**src/hw/rtl/pls_pkg.sv**
```systemverilog
// package with sizes, codes and types of the positional list store
`timescale 1ns / 1ps
package pls_pkg;

    localparam int CAPACITY    = 64;
    localparam int ENTRY_WIDTH = 32;

    localparam int ACT_W     = 2;
    localparam int POS_W     = 7;
    localparam int SEC_W     = 6;
    localparam int IN_W      = 32;
    localparam int OUT_W     = 32;
    localparam int STAT_W    = 2;
    localparam int CNT_OUT_W = 7;

    localparam int ADDR_W = $clog2(CAPACITY);
    localparam int CNT_W  = $clog2(CAPACITY + 1);
    localparam int CMP_W  = (CNT_W > POS_W) ? CNT_W : POS_W;

    localparam logic [ACT_W-1:0] ACT_INSERT = 2'd0;
    localparam logic [ACT_W-1:0] ACT_REMOVE = 2'd1;
    localparam logic [ACT_W-1:0] ACT_SWAP   = 2'd2;
    localparam logic [ACT_W-1:0] ACT_GET    = 2'd3;

    localparam logic [STAT_W-1:0] ST_OK    = 2'd0;
    localparam logic [STAT_W-1:0] ST_RANGE = 2'd1;
    localparam logic [STAT_W-1:0] ST_FULL  = 2'd2;

    typedef struct packed {
        logic                   wr_en;
        logic [ADDR_W-1:0]      wr_addr;
        logic [ENTRY_WIDTH-1:0] wr_data;
        logic                   rd_en;
        logic [ADDR_W-1:0]      rd_addr;
    } t_mem_req;

endpackage

```
**src/hw/rtl/pls_ifs.sv**
```systemverilog
// request and response channel interfaces
`timescale 1ns / 1ps
interface pls_req_if import pls_pkg::*; ();
    logic             valid;
    logic             ready;
    logic [ACT_W-1:0] action;
    logic [POS_W-1:0] position;
    logic [SEC_W-1:0] second_position;
    logic [IN_W-1:0]  entry_in;

    modport source (output valid, action, position, second_position, entry_in,
                    input ready);
    modport sink (input valid, action, position, second_position, entry_in,
                  output ready);
endinterface

interface pls_rsp_if import pls_pkg::*; ();
    logic                 valid;
    logic                 ready;
    logic [OUT_W-1:0]     entry_out;
    logic [STAT_W-1:0]    status;
    logic [CNT_OUT_W-1:0] count;

    modport source (output valid, entry_out, status, count, input ready);
    modport sink (input valid, entry_out, status, count, output ready);
endinterface

```
**src/hw/rtl/pls_entry_ram.sv**
```systemverilog
// entry memory: one write port, one read port with registered data
`timescale 1ns / 1ps
module pls_entry_ram import pls_pkg::*; (
    input  logic                   i_clk,
    input  t_mem_req               i_req,
    output logic [ENTRY_WIDTH-1:0] o_rd_data
);

    logic [ENTRY_WIDTH-1:0] mem [CAPACITY];
    logic [ENTRY_WIDTH-1:0] r_rd_data;

    always_ff @(posedge i_clk) begin
        if (i_req.wr_en) begin
            mem[i_req.wr_addr] <= i_req.wr_data;
        end
    end

    always_ff @(posedge i_clk) begin
        if (i_req.rd_en) begin
            r_rd_data <= mem[i_req.rd_addr];
        end
    end

    assign o_rd_data = r_rd_data;

endmodule

```
**src/hw/rtl/positional_list_store.sv**
```systemverilog
// top level of the positional list store
`timescale 1ns / 1ps
// Ordered store of up to CAPACITY entry words held in one single-port-write,
// registered-read memory, with a count register beside it. One request is
// worked on at a time; a new request is taken whenever the engine is idle,
// even while the previous result still waits in the output register. An insert
// at position p or a remove moves the entries behind p through the memory
// one per cycle; appending at the end and every error go straight to the
// result. No clearing pass is needed after reset.
module positional_list_store import pls_pkg::*; (
    input  logic   i_clk,
    input  logic   i_rst_n,
    pls_req_if.sink   i_req,
    pls_rsp_if.source o_rsp
);

    localparam logic [3:0] S_IDLE   = 4'd0;
    localparam logic [3:0] S_UP     = 4'd1;
    localparam logic [3:0] S_UP_FIN = 4'd2;
    localparam logic [3:0] S_DN     = 4'd3;
    localparam logic [3:0] S_SW_Q   = 4'd4;
    localparam logic [3:0] S_SW_WP  = 4'd5;
    localparam logic [3:0] S_SW_WQ  = 4'd6;
    localparam logic [3:0] S_GET    = 4'd7;
    localparam logic [3:0] S_FIN    = 4'd8;

    logic [3:0]             r_state, n_state;
    logic [CNT_W-1:0]       r_held, n_held;
    logic                   r_out_valid, n_out_valid;
    logic [OUT_W-1:0]       r_out_entry, n_out_entry;
    logic [STAT_W-1:0]      r_out_status, n_out_status;
    logic [CNT_OUT_W-1:0]   r_out_count, n_out_count;
    logic [ADDR_W-1:0]      r_p, n_p;
    logic [ADDR_W-1:0]      r_q, n_q;
    logic [ADDR_W-1:0]      r_ra, n_ra;
    logic [ADDR_W-1:0]      r_wa, n_wa;
    logic [ADDR_W-1:0]      r_last, n_last;
    logic                   r_go, n_go;
    logic                   r_wv, n_wv;
    logic                   r_first, n_first;
    logic                   r_cap, n_cap;
    logic [ENTRY_WIDTH-1:0] r_word, n_word;
    logic [ENTRY_WIDTH-1:0] r_tmp, n_tmp;
    logic [ENTRY_WIDTH-1:0] r_res_entry, n_res_entry;
    logic [STAT_W-1:0]      r_res_status, n_res_status;

    t_mem_req               mem_req;
    logic [ENTRY_WIDTH-1:0] rd_data;

    logic                   in_fire;
    logic [CMP_W-1:0]       p_c, q_c, h_c;
    logic [ADDR_W-1:0]      pa, qa, held_last;
    logic                   is_full;

    assign in_fire   = i_req.valid && (r_state == S_IDLE);
    assign p_c       = CMP_W'(i_req.position);
    assign q_c       = CMP_W'(i_req.second_position);
    assign h_c       = CMP_W'(r_held);
    assign pa        = p_c[ADDR_W-1:0];
    assign qa        = q_c[ADDR_W-1:0];
    assign held_last = ADDR_W'(r_held - CNT_W'(1));
    assign is_full   = (r_held == CNT_W'(CAPACITY));

    always_comb begin
        n_state      = r_state;
        n_held       = r_held;
        n_out_valid  = r_out_valid;
        n_out_entry  = r_out_entry;
        n_out_status = r_out_status;
        n_out_count  = r_out_count;
        n_p          = r_p;
        n_q          = r_q;
        n_ra         = r_ra;
        n_wa         = r_wa;
        n_last       = r_last;
        n_go         = r_go;
        n_wv         = r_wv;
        n_first      = r_first;
        n_cap        = r_cap;
        n_word       = r_word;
        n_tmp        = r_tmp;
        n_res_entry  = r_res_entry;
        n_res_status = r_res_status;

        mem_req.wr_en   = 1'b0;
        mem_req.wr_addr = r_wa;
        mem_req.wr_data = rd_data;
        mem_req.rd_en   = 1'b0;
        mem_req.rd_addr = r_ra;

        if (o_rsp.ready) begin
            n_out_valid = 1'b0;
        end

        case (r_state)
            S_IDLE: begin
                if (in_fire) begin
                    n_p          = pa;
                    n_q          = qa;
                    n_word       = ENTRY_WIDTH'(i_req.entry_in);
                    n_res_entry  = '0;
                    n_res_status = ST_OK;
                    n_go         = 1'b1;
                    n_wv         = 1'b0;
                    n_first      = 1'b1;
                    n_cap        = 1'b0;
                    n_state      = S_FIN;
                    mem_req.rd_en   = 1'b1;
                    mem_req.rd_addr = pa;
                    case (i_req.action)
                        ACT_INSERT: begin
                            if (p_c > h_c) begin
                                n_res_status = ST_RANGE;
                            end else if (is_full) begin
                                n_res_status = ST_FULL;
                            end else if (p_c == h_c) begin
                                mem_req.rd_en   = 1'b0;
                                mem_req.wr_en   = 1'b1;
                                mem_req.wr_addr = pa;
                                mem_req.wr_data = ENTRY_WIDTH'(i_req.entry_in);
                                n_held          = r_held + CNT_W'(1);
                            end else begin
                                n_ra    = held_last;
                                n_state = S_UP;
                            end
                        end
                        ACT_REMOVE: begin
                            if (p_c >= h_c) begin
                                n_res_status = ST_RANGE;
                            end else begin
                                n_ra    = pa;
                                n_last  = held_last;
                                n_state = S_DN;
                            end
                        end
                        ACT_SWAP: begin
                            if (p_c >= h_c || q_c >= h_c) begin
                                n_res_status = ST_RANGE;
                            end else if (p_c != q_c) begin
                                n_state = S_SW_Q;
                            end
                        end
                        default: begin
                            if (p_c >= h_c) begin
                                n_res_status = ST_RANGE;
                            end else begin
                                n_state = S_GET;
                            end
                        end
                    endcase
                end
            end
            // move entries up, from the end down to the target
            S_UP: begin
                mem_req.rd_en = r_go;
                mem_req.wr_en = r_wv;
                if (r_go) begin
                    n_wa = r_ra + ADDR_W'(1);
                    n_wv = 1'b1;
                    if (r_ra == r_p) begin
                        n_go = 1'b0;
                    end else begin
                        n_ra = r_ra - ADDR_W'(1);
                    end
                end else begin
                    n_wv    = 1'b0;
                    n_state = S_UP_FIN;
                end
            end
            S_UP_FIN: begin
                mem_req.wr_en   = 1'b1;
                mem_req.wr_addr = r_p;
                mem_req.wr_data = r_word;
                n_held          = r_held + CNT_W'(1);
                n_state         = S_FIN;
            end
            // first read is the removed entry, the rest move down
            S_DN: begin
                mem_req.rd_en = r_go;
                mem_req.wr_en = r_wv;
                if (r_cap) begin
                    n_res_entry = rd_data;
                end
                if (r_go) begin
                    n_wa    = r_ra - ADDR_W'(1);
                    n_wv    = !r_first;
                    n_cap   = r_first;
                    n_first = 1'b0;
                    if (r_ra == r_last) begin
                        n_go = 1'b0;
                    end else begin
                        n_ra = r_ra + ADDR_W'(1);
                    end
                end else begin
                    n_held  = r_held - CNT_W'(1);
                    n_state = S_FIN;
                end
            end
            S_SW_Q: begin
                mem_req.rd_en   = 1'b1;
                mem_req.rd_addr = r_q;
                n_tmp           = rd_data;
                n_state         = S_SW_WP;
            end
            S_SW_WP: begin
                mem_req.wr_en   = 1'b1;
                mem_req.wr_addr = r_p;
                n_state         = S_SW_WQ;
            end
            S_SW_WQ: begin
                mem_req.wr_en   = 1'b1;
                mem_req.wr_addr = r_q;
                mem_req.wr_data = r_tmp;
                n_state         = S_FIN;
            end
            S_GET: begin
                n_res_entry = rd_data;
                n_state     = S_FIN;
            end
            S_FIN: begin
                if (!r_out_valid || o_rsp.ready) begin
                    n_out_valid  = 1'b1;
                    n_out_entry  = OUT_W'(r_res_entry);
                    n_out_status = r_res_status;
                    n_out_count  = CNT_OUT_W'(r_held);
                    n_state      = S_IDLE;
                end
            end
            default: begin
                n_state = S_IDLE;
            end
        endcase
    end

    always_ff @(posedge i_clk) begin
        if (!i_rst_n) begin
            r_state     <= S_IDLE;
            r_held      <= '0;
            r_out_valid <= 1'b0;
            r_go        <= 1'b0;
            r_wv        <= 1'b0;
            r_first     <= 1'b0;
            r_cap       <= 1'b0;
        end else begin
            r_state     <= n_state;
            r_held      <= n_held;
            r_out_valid <= n_out_valid;
            r_go        <= n_go;
            r_wv        <= n_wv;
            r_first     <= n_first;
            r_cap       <= n_cap;
        end
    end

    always_ff @(posedge i_clk) begin
        r_out_entry  <= n_out_entry;
        r_out_status <= n_out_status;
        r_out_count  <= n_out_count;
        r_p          <= n_p;
        r_q          <= n_q;
        r_ra         <= n_ra;
        r_wa         <= n_wa;
        r_last       <= n_last;
        r_word       <= n_word;
        r_tmp        <= n_tmp;
        r_res_entry  <= n_res_entry;
        r_res_status <= n_res_status;
    end

    pls_entry_ram u_ram (
        .i_clk     (i_clk),
        .i_req     (mem_req),
        .o_rd_data (rd_data)
    );

    assign i_req.ready     = (r_state == S_IDLE);
    assign o_rsp.valid     = r_out_valid;
    assign o_rsp.entry_out = r_out_entry;
    assign o_rsp.status    = r_out_status;
    assign o_rsp.count     = r_out_count;

endmodule

```
**src/flat_wrapper.sv**
```systemverilog
// flat-port wrapper written by rule: the top's interface ports become plain ports
module positional_list_store_flat import pls_pkg::*;
  (i_clk, i_rst_n, i_req_valid, i_req_action, i_req_position, i_req_second_position, i_req_entry_in, i_req_ready, o_rsp_valid, o_rsp_entry_out, o_rsp_status, o_rsp_count, o_rsp_ready);
  pls_req_if i_req_i ();
  pls_rsp_if o_rsp_i ();
  input  logic i_clk;
  input  logic i_rst_n;
  input wire logic [$bits(i_req_i.valid)-1:0] i_req_valid;
  input wire logic [$bits(i_req_i.action)-1:0] i_req_action;
  input wire logic [$bits(i_req_i.position)-1:0] i_req_position;
  input wire logic [$bits(i_req_i.second_position)-1:0] i_req_second_position;
  input wire logic [$bits(i_req_i.entry_in)-1:0] i_req_entry_in;
  output wire logic [$bits(i_req_i.ready)-1:0] i_req_ready;
  output wire logic [$bits(o_rsp_i.valid)-1:0] o_rsp_valid;
  output wire logic [$bits(o_rsp_i.entry_out)-1:0] o_rsp_entry_out;
  output wire logic [$bits(o_rsp_i.status)-1:0] o_rsp_status;
  output wire logic [$bits(o_rsp_i.count)-1:0] o_rsp_count;
  input wire logic [$bits(o_rsp_i.ready)-1:0] o_rsp_ready;
  assign i_req_i.valid = i_req_valid;
  assign i_req_i.action = i_req_action;
  assign i_req_i.position = i_req_position;
  assign i_req_i.second_position = i_req_second_position;
  assign i_req_i.entry_in = i_req_entry_in;
  assign i_req_ready = i_req_i.ready;
  assign o_rsp_valid = o_rsp_i.valid;
  assign o_rsp_entry_out = o_rsp_i.entry_out;
  assign o_rsp_status = o_rsp_i.status;
  assign o_rsp_count = o_rsp_i.count;
  assign o_rsp_i.ready = o_rsp_ready;
  positional_list_store u_core (.i_clk(i_clk), .i_rst_n(i_rst_n), .i_req(i_req_i), .o_rsp(o_rsp_i));
endmodule
```
**config.mk**
```make
export PLATFORM = sky130hd
export DESIGN_NAME = positional_list_store_flat
export DESIGN_NICKNAME = d
export VERILOG_FILES = /design/src/hw/rtl/pls_pkg.sv /design/src/hw/rtl/pls_ifs.sv /design/src/hw/rtl/pls_entry_ram.sv /design/src/hw/rtl/positional_list_store.sv /design/src/flat_wrapper.sv
export SDC_FILE = /design/constraint.sdc
export NUM_CORES = 2
export LEC_CHECK = 0
export BUFFER_PORTS_ARGS = -buffer_cell sky130_fd_sc_hd__buf_2
export CORE_ASPECT_RATIO = 1.5
export CORE_MARGIN = 3
export CORE_UTILIZATION = 57
export CTS_BUF_LIST = sky130_fd_sc_hd__clkbuf_4 sky130_fd_sc_hd__clkbuf_8 sky130_fd_sc_hd__clkbuf_16
export CTS_CLUSTER_SIZE = 20
export DETAILED_ROUTE_END_ITERATION = 10
export PLACE_DENSITY = 0.74
export SETUP_SLACK_MARGIN = 0.05
export SYNTH_ARGS = -nofsm -noshare
export SYNTH_HDL_FRONTEND = slang
export SYNTH_SLANG_ARGS = --single-unit
```
**constraint.sdc**
```tcl
create_clock -name i_clk -period 6.5 [get_ports i_clk]
set_clock_uncertainty 0.2 [all_clocks]
set_input_delay 1.95 -clock i_clk [delete_from_list [all_inputs] [get_ports i_clk]]
set_output_delay 1.95 -clock i_clk [all_outputs]
set_load 0.02 [all_outputs]
```
# Yosys cells after proc, flatten, opt, wreduce, memory -nomap -nowiden
# Memory sizes are Yosys's and may differ from the RTL's. A register that Yosys moved wholly into a read port is not among the register bits.
# Index checks and enable logic that the tools add are counted.
dict set report totals {
  reg_bits 185
  ramBits 2048
  elab_cells 159
  mem_count 1
}
# memory depth word_bits read_ports rd_ports_with_merged_regs wr line
set mem_list {}
lappend mem_list {u_core.u_ram.mem 64 32 1 1 1 pls_entry_ram.sv:9} ;# logic [ENTRY_WIDTH-1:0] mem [CAPACITY];
dict set report classes {
  addsub 4
  magnitude_cmp 3
  n_eq_ne 33
  n_mux 71
  bitwise_logic 1
  n_reduce_logical 27
}
# operator count
set op_table {}
lappend op_table {{$pmux 32 s3} 2}
lappend op_table {{$mux 40} 4}
lappend op_table {{$mux 6} 11}
lappend op_table {{$mux 32} 2}
lappend op_table {{$mux 46} 1}
lappend op_table {{$mux 4} 11}
lappend op_table {{$mux 7} 6}
lappend op_table {{$pmux 6 s2} 3}
lappend op_table {{$pmux 6 s3} 2}
lappend op_table {{$pmux 4 s7} 1}
lappend op_table {{$pmux 7 s3} 1}
lappend op_table {{$mux 1} 17}
lappend op_table {{$eq 4x3->1 const B} 4}
lappend op_table {{$ne 2x1->1 const B} 7}
lappend op_table {{$eq 6x6->1} 2}
lappend op_table {{$ne 2x2->1 const B} 6}
lappend op_table {{$ne 3x3->1 const B} 4}
lappend op_table {{$pmux 1 s3} 4}
lappend op_table {{$pmux 4 s3} 1}
lappend op_table {{$reduce_and 3->1} 4}
lappend op_table {{$reduce_and 11->1} 1}
lappend op_table {{$reduce_bool 3->1} 3}
lappend op_table {{$eq 4x2->1 const B} 2}
lappend op_table {{$reduce_and 4->1} 2}
lappend op_table {{other kinds (29)} 38}

# Longest topological paths before layout
dict set report logic_depth {
  ltp_word 9
  depth_mapped 16
  ltp_nobuf 10
}

# By module
# Synthesis repeated with hierarchy kept, for this count alone.
dict set report hier_totals {
  cells_unflattened 4129
  area_unflattened_um2 87711.6
}
# mod instances cells_per_inst area_each_um2 seq_area_each_um2
set modules_own_cells {}
lappend modules_own_cells {pls_entry_ram 1 3511 79359.9 62459.9}
lappend modules_own_cells {positional_list_store 1 618 8351.8 5395.2}

# Worst setup path after synthesis
# No wires, ideal clock.
dict set report synth_timing {
  path_kind {input -> register}
  from {input port i_req_position[5]}
  to {memory u_core.u_ram.mem[22][0], enable pin}
  setup_time_ns 0.421
  arrival_time_ns 5.660
  required_time_ns 5.879
  path_slack_ns 0.219
  path_stages 9
  path_buffers 0
  cell_sequence {ha_1 nand4_1 or4_1 o41ai_1 a22oi_2 a222oi_1 nor2b_1 nand3_1 nor2_1}
}
dict set report synth_between {
  elab_chain_len 9
  elab_cells_between_ends 11
  cone_classes {order compare (1); eq/ne (1); mux (9)}
}
# item line
set synth_rtl {}
lappend synth_rtl {{from (decl)} flat_wrapper.sv:10} ;# input wire logic [$bits(i_req_i.position)-1:0] i_req_position;
lappend synth_rtl {{parallel branches: the longest is 3 deep, another holds $gt 7x7->1} n/a}
lappend synth_rtl {{$mux 40 (*)} positional_list_store.sv:112} ;# if (p_c > h_c) begin
lappend synth_rtl {{$mux 40 (*)} positional_list_store.sv:110} ;# case (i_req.action)
lappend synth_rtl {{$mux 46 (*)} positional_list_store.sv:97} ;# if (in_fire) begin
lappend synth_rtl {{$pmux 1 s3} positional_list_store.sv:95} ;# case (r_state)
lappend synth_rtl {{$mux 1} pls_entry_ram.sv:13} ;# if (i_req.wr_en) begin
lappend synth_rtl {{$mux 1 (implied by the code)} pls_entry_ram.sv:14} ;# mem[i_req.wr_addr] <= i_req.wr_data;
lappend synth_rtl {{to (decl)} pls_entry_ram.sv:9}
# Mark *: on every way between the ends.

# Worst setup path after layout
dict set report layout_timing {
  from {input port i_req_position[4]}
  to {memory u_core.u_ram.mem[33][16], enable pin}
}
# The elaborated chain is that of the path after synthesis.

==> run_summary.xml <==
<?xml version="1.0" encoding="UTF-8"?>
<metrics>
  <group name="worst_setup_path">
    <metric name="worstPathMaxFanout" unit="">20</metric>
    <metric name="timing.critical_path.to_type" unit="">register</metric>
    <metric name="critical-path-slowest-cell" unit="">sky130_fd_sc_hd__or4_1</metric>
    <metric name="critical-path-top-delay-family" unit="">simple AND/OR/NAND/NOR gates</metric>
    <metric name="timing.critical_path.cells" unit="">buf_2, ha_1, nand4_1, or4_1, o41ai_1, a22oi_2, a221o_1, nor2b_1, nand3_1, nor2_4, buf_4</metric>
    <metric name="worst_r2r_path_depth" unit="">10</metric>
    <metric name="setup.worst_path.class" unit="">in -&gt; reg</metric>
    <metric name="critical_path.reg2reg.endpoint" unit="">u_core.u_ram.o_rd_data[28]$_DFFE_PP_</metric>
    <metric name="path_depth" unit="">11</metric>
    <metric name="worst_setup_path_start_kind" unit="">input pin</metric>
    <metric name="critical_path_required" unit="ns">6.76</metric>
    <metric name="ff2ff_setup_slack" unit="ns">1.39</metric>
    <metric name="cp-startpoint" unit="">i_req_position[4]</metric>
    <metric name="cp_slowest_stage_delay" unit="ns">0.54</metric>
    <metric name="timing.rr.start" unit="">u_core.r_state[1]$_SDFFE_PN0P_</metric>
    <metric name="cp.arrival" unit="ns">5.63</metric>
    <metric name="critical_path_buf_inv_count" unit="">2</metric>
  </group>
  <group name="global_routing">
    <metric name="grt_util_all_layers" unit="%">28.73</metric>
    <metric name="grt_max_degree" unit="">65</metric>
    <metric name="gr-total-overflow" unit="">0</metric>
    <metric name="grt_pass1_vias" unit="">46253</metric>
    <metric name="initial_antenna_violation_count" unit="">7</metric>
    <metric name="grt_first_pass_wirelength" unit="um">326800</metric>
  </group>
  <group name="layout">
    <metric name="fin_area" unit="um^2">99170</metric>
    <metric name="n_fill_cell" unit="">9640</metric>
    <metric name="flow.area_growth_from_synthesis" unit="%">13.45</metric>
    <metric name="net_count_reported_at_finish" unit="">4712</metric>
    <metric name="layout-drive-gt1-share" unit="%">25.89</metric>
  </group>
  <group name="floorplan">
    <metric name="fp.dieArea" unit="um^2">158200</metric>
    <metric name="die_x_extent" unit="um">325.8</metric>
    <metric name="design.portCount" unit="">94</metric>
    <metric name="row_count" unit="">175</metric>
    <metric name="die_h" unit="um">485.6</metric>
    <metric name="floorplan.core_area" unit="um^2">152000</metric>
    <metric name="initial_utilization" unit="%">57.53</metric>
  </group>
  <group name="synth">
    <metric name="synth-edff-count" unit="">2249</metric>
    <metric name="synthArstFlopShare" unit="%">0</metric>
    <metric name="syn_area" unit="um^2">87420</metric>
    <metric name="synth_largest_area_cell" unit="">sky130_fd_sc_hd__edfxtp_1</metric>
    <metric name="netlist_top_cells_area" unit="">sky130_fd_sc_hd__edfxtp_1 (77%), sky130_fd_sc_hd__mux4_2 (12%), sky130_fd_sc_hd__nand2_1 (1.6%)</metric>
    <metric name="avgSynthCellArea" unit="um^2">20.15</metric>
    <metric name="synth_top_cell_area_share" unit="%">77.26</metric>
    <metric name="yosys.cell_types.count" unit="">68</metric>
    <metric name="synth_top_flop_cell" unit="">sky130_fd_sc_hd__edfxtp_1</metric>
    <metric name="ys_seq_area_share" unit="%">77.62</metric>
    <metric name="ys_seq_elements" unit="">2265</metric>
    <metric name="syn_nets" unit="">4407</metric>
    <metric name="syn-instance-count" unit="">4339</metric>
    <metric name="synth_warnings" unit="">0</metric>
  </group>
  <group name="clocking">
    <metric name="cts_htree_levels" unit="">4</metric>
    <metric name="cts_sinks" unit="">2265</metric>
    <metric name="cts_inserted_buffers" unit="">185</metric>
    <metric name="hold_buffers" unit="">0</metric>
    <metric name="library_cell_used_as_clock_root_buffer" unit="">sky130_fd_sc_hd__clkbuf_16</metric>
    <metric name="clkSlewWorstSetupHoldPaths" unit="ns">0.07</metric>
    <metric name="tritoncts" unit="">built</metric>
    <metric name="worst_skew_pair.late_latency" unit="ns">0.81</metric>
    <metric name="post_cts.repair.setup_buffers" unit="">0</metric>
    <metric name="post_cts_resize_count" unit="">0</metric>
    <metric name="cts_buffer_depth" unit="">3</metric>
  </group>
  <group name="min_path">
    <metric name="timing.hold.worst_path_depth" unit="">0</metric>
    <metric name="class_of_the_tightest_hold_or_removal_check" unit="">reg -&gt; reg</metric>
    <metric name="hold_path_end" unit="">u_core.o_rsp.entry_out[23]$_DFFE_PP_</metric>
    <metric name="min_from" unit="">u_core.r_res_entry[23]$_SDFFCE_PN0P_</metric>
  </group>
  <group name="outcome">
    <metric name="failed_checks" unit="">antenna rules</metric>
    <metric name="outcome" unit="">complete, but fails checks</metric>
  </group>
  <group name="place">
    <metric name="port_buffers" unit="">93</metric>
    <metric name="globalplace.congestion" unit="">0.9528</metric>
    <metric name="placedInstanceArea" unit="um^2">92720</metric>
    <metric name="place_ws" unit="ns">0.4095</metric>
    <metric name="detailed_place_hpwl" unit="um">137600</metric>
  </group>
  <group name="route">
    <metric name="dr.pass1.iters" unit="">6</metric>
    <metric name="detailedRoute.firstIterationViolations" unit="">6670</metric>
    <metric name="avgRoutedWirePerCell" unit="um">33.02</metric>
    <metric name="route.detailed.vias_per_inst" unit="">6.727</metric>
    <metric name="route.detailed.drc" unit="">0</metric>
    <metric name="routed-via-count" unit="">46030</metric>
    <metric name="totalWireLength" unit="um">225900</metric>
    <metric name="detail-route-antenna-nets" unit="">1</metric>
  </group>
  <group name="sta">
    <metric name="fin_ws" unit="ns">1.130</metric>
    <metric name="timing.fmax" unit="GHz">0.1862</metric>
    <metric name="timing_hold_violations_final" unit="">0</metric>
    <metric name="timing.final.crit_share" unit="%">82.62</metric>
    <metric name="finalCriticalPeriod" unit="ns">5.370</metric>
    <metric name="setup_tns" unit="ns">0</metric>
    <metric name="maxSlewHeadroom" unit="%">11.84</metric>
    <metric name="timing_worst_slew_pin_value" unit="ns">1.322</metric>
    <metric name="setup_repair_after_global_routing_missed_its_margin" unit="">no</metric>
    <metric name="finalSetupViolCount" unit="">0</metric>
    <metric name="finalMaxSlewViolations" unit="">0</metric>
  </group>
  <group name="power">
    <metric name="ir_worst_vdd" unit="V">0.0002657</metric>
    <metric name="net-switching-power" unit="W">0.008736</metric>
    <metric name="seq_power_share" unit="%">51.0</metric>
    <metric name="power" unit="W">0.03451</metric>
    <metric name="sw_frac_of_total" unit="%">25.31</metric>
    <metric name="power_share_of_the_clock_group" unit="%">34.2</metric>
    <metric name="comb_power_share" unit="%">14.8</metric>
    <metric name="powerDensity" unit="nW/um^2">348.0</metric>
    <metric name="leakage" unit="nW">31.60</metric>
    <metric name="internal_power" unit="W">0.02578</metric>
  </group>
  <group name="run">
    <metric name="max-cap-violations" unit="">0</metric>
  </group>
</metrics>
## worst register-to-register path, cell delays in order (launching register included)
cell	delay [ns]
sky130_fd_sc_hd__dfxtp_1	0.60
sky130_fd_sc_hd__nor3_4	0.59
sky130_fd_sc_hd__mux2_2	0.46
sky130_fd_sc_hd__and2_4	0.57
sky130_fd_sc_hd__buf_12	0.25
sky130_fd_sc_hd__buf_12	0.21
sky130_fd_sc_hd__mux4_2	0.55
sky130_fd_sc_hd__a22oi_1	0.52
sky130_fd_sc_hd__nand4_1	0.23
sky130_fd_sc_hd__buf_4	0.21
sky130_fd_sc_hd__or4_1	0.47
## cells by family after synthesis
logic type | count (synthesis) | share of synthesized area (%)
flops | 2265 | 77.62
simple gates | 778 | 4.114
mux | 495 | 12.08
compound gates | 483 | 4.043
buf+inv | 266 | 1.543
xor+xnor | 35 | 0.3507
fa+ha+maj | 17 | 0.2433
## through the flow
step	util, %	std cells	hold slack (ns)
final	65.26	6843	0.2170
after global routing	65.25	6835	0.2232
after CTS	65.25	6833	0.2200
after detailed placement	61.01	6492	0.2045
after global placement	61.01	6492	0.2012
after floorplan	-	4339	0.2003
## power by group through the flow
stage	sequential [W]	clock [W]	combinational [W]
final	0.0176	0.0118	0.00512
after CTS	0.0176	0.0119	0.00507
after global placement	0.0179	0	0.00491
after floorplan	0.0179	0	0.00296
after global routing	0.0176	0.0124	0.00539
after detailed placement	0.0179	0	0.00503
## registers in the layout, indices dropped and copies added (netlist names), 2 cells and up
register                cells
u_core.r_p                  6
u_core.o_rsp.count          7
u_core.r_last               6
u_core.r_ra                 6
u_core.r_res_entry         32
u_core.r_state              4
u_core.r_res_status         2
u_core.u_ram.o_rd_data     32
u_core.u_ram.mem         2048
u_core.r_wa                 6
u_core.o_rsp.entry_out     32
u_core.r_word              32
u_core.o_rsp.status         2
u_core.r_tmp               32
u_core.h_c                  7
u_core.r_q                  6
## area by class of cell
cell class | count | area [um^2] | share of cell area, %
Antenna cell | 10 | 25.02 | 0.02523
Inverter | 26 | 97.59 | 0.09841
Tap cell | 2035 | 2546 | 2.567
Timing Repair Buffer | 358 | 3343 | 3.371
Multi-Input combinational cell | 1808 | 18870 | 19.03
Clock buffer | 224 | 4957 | 4.999
Clock inverter | 117 | 1475 | 1.487
Sequential cell | 2265 | 67860 | 68.42
## worst max-delay path by stage
stage                                         end  slack, ns
5_1_grt        u_core.u_ram.mem[33][16]$_DFFE_PP_       0.94
3_3_place_gp    u_core.u_ram.mem[33][6]$_DFFE_PP_       0.40
2_1_floorplan   u_core.u_ram.mem[22][0]$_DFFE_PP_       0.22
6_report       u_core.u_ram.mem[33][16]$_DFFE_PP_       1.13
3_5_place_dp    u_core.u_ram.mem[33][7]$_DFFE_PP_       0.41
4_1_cts        u_core.u_ram.mem[33][16]$_DFFE_PP_       1.25
## synth_stat cells (all sizes together) (16+ instances only)
| cell | n |
|---|---|
| xor2 | 18 |
| mux4 | 448 |
| dfxtp | 16 |
| a221o | 40 |
| buf | 153 |
| nand3 | 108 |
| a22o | 42 |
| a21oi | 94 |
| clkbuf | 87 |
| mux2i | 44 |
| nor3 | 19 |
| nand4 | 42 |
| a31oi | 25 |
| o21ai | 27 |
| ha | 17 |
| nor4 | 17 |
| and2 | 39 |
| or4 | 23 |
| edfxtp | 2249 |
| nand2 | 374 |
| inv | 26 |
| nor2 | 98 |
| a32oi | 20 |
| xnor2 | 17 |
| a22oi | 126 |
## placed cells by master, fill, tap and decap left out, types with 71 or more instances in the layout
cell / netlist / routed
sky130_fd_sc_hd__a21oi_1: 94 / 94
sky130_fd_sc_hd__a22oi_1: 125 / 125
sky130_fd_sc_hd__buf_12: 0 / 71
sky130_fd_sc_hd__buf_2: 73 / 93
sky130_fd_sc_hd__buf_4: 21 / 194
sky130_fd_sc_hd__clkbuf_16: 0 / 187
sky130_fd_sc_hd__edfxtp_1: 2249 / 2249
sky130_fd_sc_hd__mux4_2: 448 / 448
sky130_fd_sc_hd__nand2_1: 374 / 373
sky130_fd_sc_hd__nand3_1: 108 / 108
## per-layer routing
metal / part of all wire, % / track usage (%) / wire length [um] / up-vias
met5: 0.018 / 0 / 41 / -
met4: 4.2 / 11.39 / 9534 / 6
met3: 9.3 / 5.365 / 21030 / 536
met2: 52 / 49.41 / 117700 / 3051
met1: 34 / 36.48 / 77600 / 23917
li1: - / - / - / 18520
Note: power is estimated with default switching activity, not from simulation.
